==> src/rtl/spp_pkg.sv <==
// Package for the stripped partition product block.
// Holds request codes, queue command types and shared constants; no dependencies.
package spp_pkg;

   // request codes on the input channel
   typedef enum logic [2:0] {
      REQ_LEFT_ID     = 3'd0,
      REQ_CLOSE_LEFT  = 3'd1,
      REQ_RIGHT_ID    = 3'd2,
      REQ_CLOSE_GROUP = 3'd3,
      REQ_END_LIST    = 3'd4,
      REQ_CLEAR       = 3'd5
   } req_code_type;

   // commands passed from front to back
   typedef enum logic [1:0] {
      CMD_ID    = 2'd0,
      CMD_CLOSE = 2'd1,
      CMD_END   = 2'd2,
      CMD_CLEAR = 2'd3
   } cmd_kind_type;

   localparam int CLS_W = 17;
   localparam int TID_W = 16;
   localparam int QUEUE_DEPTH = 4;
   localparam int QPTR_W = 2;
   localparam logic [CLS_W-1:0] CLASS_LIMIT = 17'd131070;
   localparam logic [CLS_W-1:0] SETS_LIMIT  = 17'd65536;

   typedef struct packed {
      cmd_kind_type       kind;
      logic [CLS_W-1:0]   cls;
      logic [TID_W-1:0]   tid;
   } cmd_type;

   typedef struct packed {
      logic [CLS_W-1:0] cls;
      logic [TID_W-1:0] tid;
   } entry_type;

   typedef struct packed {
      logic empty;
      logic full;
   } q_status_type;

   typedef enum logic {
      BK_IDLE = 1'b0,
      BK_EMIT = 1'b1
   } back_state_type;

endpackage

==> src/rtl/spp_queue.sv <==
// Short command queue between front and back of the partition product.
// Depends on spp_pkg.
module spp_queue (
   input  logic             clock,
   input  logic             reset,
   input  logic             push,
   input  spp_pkg::cmd_type push_cmd,
   input  logic             pop,
   output spp_pkg::cmd_type pop_cmd,
   output spp_pkg::q_status_type status
);
   import spp_pkg::*;

   cmd_type             mem_ff [QUEUE_DEPTH];
   logic [QPTR_W-1:0]   wr_ptr_ff, wr_ptr_in;
   logic [QPTR_W-1:0]   rd_ptr_ff, rd_ptr_in;
   logic [QPTR_W:0]     count_ff, count_in;

   // advance pointers and count
   always_comb begin
      wr_ptr_in = push ? wr_ptr_ff + 1'b1 : wr_ptr_ff;
      rd_ptr_in = pop ? rd_ptr_ff + 1'b1 : rd_ptr_ff;
      count_in  = count_ff;
      if (push && !pop) begin
         count_in = count_ff + 1'b1;
      end else if (pop && !push) begin
         count_in = count_ff - 1'b1;
      end
   end

   always_ff @(posedge clock) begin
      if (reset) begin
         wr_ptr_ff <= '0;
         rd_ptr_ff <= '0;
         count_ff  <= '0;
      end else begin
         wr_ptr_ff <= wr_ptr_in;
         rd_ptr_ff <= rd_ptr_in;
         count_ff  <= count_in;
      end
   end

   // hold command entries
   always_ff @(posedge clock) begin
      if (push) begin
         mem_ff[wr_ptr_ff] <= push_cmd;
      end
   end

   assign pop_cmd      = mem_ff[rd_ptr_ff];
   assign status.empty = (count_ff == '0);
   assign status.full  = (count_ff == (QPTR_W+1)'(QUEUE_DEPTH));

endmodule

==> config.mk <==
export PLATFORM = sky130hd
export DESIGN_NAME = spp_queue
export DESIGN_NICKNAME = d
export VERILOG_FILES = /design/src/rtl/spp_pkg.sv /design/src/rtl/spp_queue.sv
export SDC_FILE = /design/constraint.sdc
export NUM_CORES = 1
export LEC_CHECK = 0
export ABC_CLOCK_PERIOD_IN_PS = 2650
export BUFFER_PORTS_ARGS = -buffer_cell sky130_fd_sc_hd__buf_2
export CAP_MARGIN = 20
export CELL_PAD_IN_SITES_DETAIL_PLACEMENT = 2
export CELL_PAD_IN_SITES_GLOBAL_PLACEMENT = 2
export CORE_MARGIN = 2
export CORE_UTILIZATION = 50
export CTS_BUF_LIST = sky130_fd_sc_hd__clkbuf_4 sky130_fd_sc_hd__clkbuf_8
export CTS_CLUSTER_SIZE = 30
export DETAILED_ROUTE_END_ITERATION = 7
export HOLD_SLACK_MARGIN = 0.02
export PLACE_DENSITY = 0.94
export SYNTH_ARGS = -nofsm -noshare
export SYNTH_HDL_FRONTEND = slang
export SYNTH_SLANG_ARGS = --single-unit
==> constraint.sdc <==
create_clock -name clock -period 2.65 [get_ports clock]
set_input_delay 0.265 -clock clock [delete_from_list [all_inputs] [get_ports clock]]
set_output_delay 0.265 -clock clock [all_outputs]
set_load 0.02 [all_outputs]
# Yosys cells after proc, flatten, opt, wreduce, memory -nomap -nowiden
# Memories as Yosys holds them, arrays and structs flattened. A register that Yosys moved wholly into a read port is not among the register bits.
# Cells that the tools add are included.
# word_totals
ram_bits	140
inputBits	39
register_bits	7
memories	1
out_inout_bits	37
word_cells	21
# mem_list
name	depth	width	rd	rd_ports_with_merged_regs	write_ports	line_no	rtl
mem_ff	4	35	1	1	1	spp_queue.sv:14	cmd_type mem_ff [QUEUE_DEPTH];
# classes
eq_ne	1
n_addsub	4
n_reduce_logical	6
n_mux	6
# ops
op	n
two-way mux 3 bit	2
adder 2 x 1 -> 2 bit (second input constant)	2
two-way mux 2 bit	2
adder 3 x 1 -> 3 bit (second input constant)	1
equality test 3 bit (second input constant)	1
zero test 3 bit	1
subtractor 3 x 1 -> 3 bit (second input constant)	1
logical AND 1 bit	2
zero test 1 bit	2
two-way mux 1 bit	2
nonzero test 2 bit	1

# Depth between registers and ports, before layout
# logic_depth
ltp_word	4
ltp_mapped	7
ltp_nobuf	7

# Worst setup path after synthesis
# OpenSTA, ideal clock, no wires.
# synth_path
path_kind	register to register
from	register wr_ptr_ff[0]
to	memory mem_ff[2][0] (netlist bit), enable pin
required_time_ns	2.255
arrival_ns	1.399
setup_time_ns	0.395
path_stages_with_launch	4
n_path_buf	0
path_slack_ns	0.856
synth_period_minus_slack_ns	1.794
path_cell_list	dfxtp_1 -> inv_1 -> ha_1 -> and2_1
# synth_lines
element	line_no	rtl
start: declaration	spp_queue.sv:15	logic [QPTR_W-1:0] wr_ptr_ff, wr_ptr_in;
start signal: assignment	spp_queue.sv:37	wr_ptr_ff <= wr_ptr_in;
end: declaration	spp_queue.sv:14	
# No word-level cell before the write port.

==> impl_results.html <==
<table>
<tr><th>Metric</th><th>Value</th></tr>
<tr><th colspan="2">Run</th></tr>
<tr><td>Max-cap violation count</td><td>0</td></tr>
<tr><th colspan="2">CTS</th></tr>
<tr><td>Worst skew pair latency</td><td>0.47 ns</td></tr>
<tr><td>Buffer cell driving the clock tree root</td><td>sky130_fd_sc_hd__clkbuf_8</td></tr>
<tr><td>Clock slew at reported path FFs</td><td>0.09 ns</td></tr>
<tr><td>CTS max path bufs</td><td>2</td></tr>
<tr><td>Cts bufs inserted</td><td>17</td></tr>
<tr><td>H-tree Lvls</td><td>4</td></tr>
<tr><td>Number of sinks driven by the clock tree</td><td>149</td></tr>
<tr><td>CTS tree</td><td>yes</td></tr>
<tr><th colspan="2">Synth</th></tr>
<tr><td>Count of unique library cells instantiated by Yosys</td><td>23</td></tr>
<tr><td>Post-Syn Instances</td><td>227</td></tr>
<tr><td>Synthesized cell area</td><td>5530 sq um</td></tr>
<tr><td>Average size of a mapped cell</td><td>24.4 sq um</td></tr>
<tr><td>Total of warnings raised by yosys</td><td>0</td></tr>
<tr><td>Sequential cell area fraction in the yosys report</td><td>0.793</td></tr>
<tr><td>Synth Register Bits</td><td>149</td></tr>
<tr><td>Net count of the mapped netlist</td><td>272</td></tr>
<tr><th colspan="2">Setup path</th></tr>
<tr><td>Arrival time reported for the critical path endpoint</td><td>2.17 ns</td></tr>
<tr><td>Crit Reg-Reg Startpoint</td><td>wr_ptr_ff[0]</td></tr>
<tr><td>Worst R2R Setup Slack</td><td>0.78 ns</td></tr>
<tr><td>Critical Path RT</td><td>2.38 ns</td></tr>
<tr><td>R2R depth</td><td>4</td></tr>
<tr><td>FF-to-FF End</td><td>mem_ff[0][8]</td></tr>
<tr><td>Maximum fanout encountered on the critical timing path</td><td>29</td></tr>
<tr><td>Critical path type</td><td>flop to output pin</td></tr>
<tr><td>CP Launch Type</td><td>flop</td></tr>
<tr><td>Kind of capture point of the worst setup path</td><td>output pin</td></tr>
<tr><td>Worst setup path end</td><td>pop_cmd[32]</td></tr>
<tr><th colspan="2">Die</th></tr>
<tr><td>Placeable core region</td><td>10800 sq um</td></tr>
<tr><td>Die X</td><td>109 microns</td></tr>
<tr><td>Std-Cell Rows</td><td>38</td></tr>
<tr><td>DIE AREA</td><td>11900 sq um</td></tr>
<tr><td>Ports</td><td>76</td></tr>
<tr><td>Effective utilization at floorplan</td><td>0.510</td></tr>
<tr><td>Die boundary height</td><td>109 microns</td></tr>
<tr><th colspan="2">Place</th></tr>
<tr><td>Input/output buffers</td><td>75</td></tr>
<tr><td>Placer's final routability congestion estimate</td><td>0.679</td></tr>
<tr><td>Total half-perimeter wirelength after legalization and detailed placement</td><td>8.32 mm</td></tr>
<tr><th colspan="2">Pwr</th></tr>
<tr><td>P_leak</td><td>0.00237 uW</td></tr>
<tr><td>Worst vdd ir</td><td>0.668 mV</td></tr>
<tr><td>Power density over the cells</td><td>793 nW/um^2</td></tr>
<tr><th colspan="2">STA</th></tr>
<tr><td>Rel. slew slack</td><td>0.609</td></tr>
<tr><td>Highest achievable clock rate</td><td>0.410 GHz</td></tr>
<tr><td>Final number of hold-violating endpoints</td><td>0</td></tr>
<tr><td>Setup TNS</td><td>0 ns</td></tr>
<tr><td>Fin Clk Skew</td><td>0.0118 ns</td></tr>
<tr><td>Setup violators final</td><td>0</td></tr>
<tr><td>Period Utilization, post-route</td><td>0.921</td></tr>
<tr><td>Pin slew with the least headroom to its limit</td><td>0.587 ns</td></tr>
<tr><td>Setup repair after global routing missed its margin</td><td>no</td></tr>
<tr><td>Crit path time final</td><td>2.44 ns</td></tr>
<tr><td>Max Slew Vio Count</td><td>0</td></tr>
<tr><th colspan="2">Min path</th></tr>
<tr><td>Hold crit path type</td><td>input port to flop</td></tr>
<tr><th colspan="2">Detailed routing</th></tr>
<tr><td>Initial DRC Count</td><td>284</td></tr>
<tr><td>Per-cell routed wire length</td><td>33.3 microns</td></tr>
<tr><td>Routed vias</td><td>2971</td></tr>
<tr><td>Post-detailed-routing wire length</td><td>16.8 mm</td></tr>
<tr><td>Drt drc</td><td>0</td></tr>
<tr><td>Antenna violation net count after detailed routing</td><td>0</td></tr>
<tr><td>Vias per cell</td><td>5.91</td></tr>
<tr><td>Number of iterations in the first detailed-routing pass</td><td>5</td></tr>
<tr><th colspan="2">Status</th></tr>
<tr><td>Run status</td><td>finished clean</td></tr>
<tr><th colspan="2">Layout</th></tr>
<tr><td>Nets@finish</td><td>394</td></tr>
<tr><td>Share of final-layout standard cells stronger than drive strength 1</td><td>0.414</td></tr>
<tr><td>Area added between synthesis and finish</td><td>23.4%</td></tr>
<tr><td>Post-layout util</td><td>0.630</td></tr>
<tr><th colspan="2">Global route</th></tr>
<tr><td>Number of global-route vias before repair</td><td>3272</td></tr>
<tr><td>Pin count of the biggest net entering global routing</td><td>30</td></tr>
<tr><td>Global-route wire length before repair</td><td>23.8 mm</td></tr>
<tr><td>Leftover overflow at the end of global routing</td><td>0</td></tr>
<tr><td>Number of antenna violations at the first check in global routing</td><td>2</td></tr>
<tr><td>GRT Util Overall</td><td>0.310</td></tr>
</table>
-- cell families after synthesis --
group           share of synthesized area
xor+xnor                          0.00792
compound gates                    0.00181
simple gates                       0.0133
buf+inv                            0.0199
flops                               0.793
fa+ha+maj                          0.0149
mux                                 0.150
-- cell usage in the layout, fill, tap and decap left out, types with 2 or more instances in the layout --
master                          instances
sky130_fd_sc_hd__and2_2                 4
sky130_fd_sc_hd__buf_12                 4
sky130_fd_sc_hd__buf_2                 75
sky130_fd_sc_hd__buf_4                  4
sky130_fd_sc_hd__bufinv_16              4
sky130_fd_sc_hd__clkbuf_8              17
sky130_fd_sc_hd__clkinv_2               3
sky130_fd_sc_hd__clkinvlp_4             5
sky130_fd_sc_hd__dfxtp_1                7
sky130_fd_sc_hd__dfxtp_2                2
sky130_fd_sc_hd__dlygate4sd3_1         29
sky130_fd_sc_hd__edfxtp_1             140
sky130_fd_sc_hd__ha_1                   5
sky130_fd_sc_hd__inv_1                  4
sky130_fd_sc_hd__mux2i_1                2
sky130_fd_sc_hd__mux4_1                 5
sky130_fd_sc_hd__mux4_2                30
sky130_fd_sc_hd__nor2_1                 7
sky130_fd_sc_hd__xnor2_1                2
sky130_fd_sc_hd__xor2_1                 3
-- per-stage QoR --
step	std cells	worst slack, ns	area (sq um)	power, uW	hold WS [ns]
after global routing	502	0.0947	6820	5550	0.0201
after floorplan	227	0.856	5530	3180	0.364
after global placement	441	0.799	6100	3360	0.476
final	503	0.211	6820	5410	0.0463
after detailed placement	441	0.729	6100	3420	0.481
after CTS	501	0.180	6810	5380	0.0200
-- worst min-delay path by stage --
stage,from,to,cells after the start
after detailed placement,push_cmd[9],mem_ff[0][9],1
after global placement,push_cmd[18],mem_ff[2][18],1
after floorplan,push_cmd[0],mem_ff[0][0],0
after CTS,push_cmd[15],mem_ff[1][15],1
final,push_cmd[6],mem_ff[2][6],1
after global routing,push_cmd[6],mem_ff[3][6],1
-- report_power, final --
group          switching, uW  internal, uW
Clock                    932          1030
Combinational            392           278
Sequential              82.9          2700
Total                   1410          4000
-- worst max-delay path, stage by stage, from the launching register on --
cell	delay, ns
sky130_fd_sc_hd__dfxtp_2	0.52
sky130_fd_sc_hd__buf_12	0.29
sky130_fd_sc_hd__mux4_1	0.67
sky130_fd_sc_hd__buf_2	0.20
-- sequential cells by signal, indices dropped and copies added, names as in the netlist, named ones only --
register / cells
count_ff: 3
rd_ptr_ff: 2
wr_ptr_ff: 2
mem_ff: 140
-- layout make-up --
class                   count  area (sq um)
fillers                   843          4020
flip-flops and latches    149          4390
multi-input cells          65          1040
inverters                   4          15.0
clock buffers              18           241
well taps                 140           175
diodes                      1          2.50
repair buffers            112           776
clock inverters            14           185
-- what timing repair did --
item                                   in CTS  in global routing
gates resized for setup                     0                  0
hold buffers                               28                  1
buffers inserted                            0                  0
endpoints found under the hold margin     110                  4
-- Yosys cell counts --
library cell	instances	area share
sky130_fd_sc_hd__mux4_1	5	0.024
sky130_fd_sc_hd__buf_6	1	0.0020
sky130_fd_sc_hd__nand2_1	1	0.00068
sky130_fd_sc_hd__clkbuf_1	1	0.00068
sky130_fd_sc_hd__xnor2_1	2	0.0032
sky130_fd_sc_hd__buf_12	3	0.011
sky130_fd_sc_hd__fa_1	1	0.0036
sky130_fd_sc_hd__mux4_2	30	0.12
sky130_fd_sc_hd__dfxtp_1	9	0.033
sky130_fd_sc_hd__edfxtp_1	140	0.76
sky130_fd_sc_hd__nor3_1	1	0.00090
sky130_fd_sc_hd__inv_1	4	0.0027
sky130_fd_sc_hd__mux2i_1	2	0.0036
sky130_fd_sc_hd__o21ai_0	1	0.00090
sky130_fd_sc_hd__nor2_1	7	0.0048
sky130_fd_sc_hd__clkbuf_2	1	0.00090
sky130_fd_sc_hd__ha_1	5	0.011
sky130_fd_sc_hd__a21oi_1	1	0.00090
sky130_fd_sc_hd__or3_1	1	0.0011
sky130_fd_sc_hd__xor2_1	3	0.0048
sky130_fd_sc_hd__nor3b_1	1	0.0014
sky130_fd_sc_hd__and2_1	4	0.0045
sky130_fd_sc_hd__buf_2	3	0.0027
-- routing by layer --
metal | global-route usage | up-vias | share of wire
li1 | - | 1191 | -
met1 | 0.380 | 1589 | 0.38
met2 | 0.519 | 154 | 0.53
met3 | 0.0909 | 35 | 0.064
met4 | 0.127 | 2 | 0.027
met5 | 0 | - | 0.00042
(Power assumes the default switching activity.)
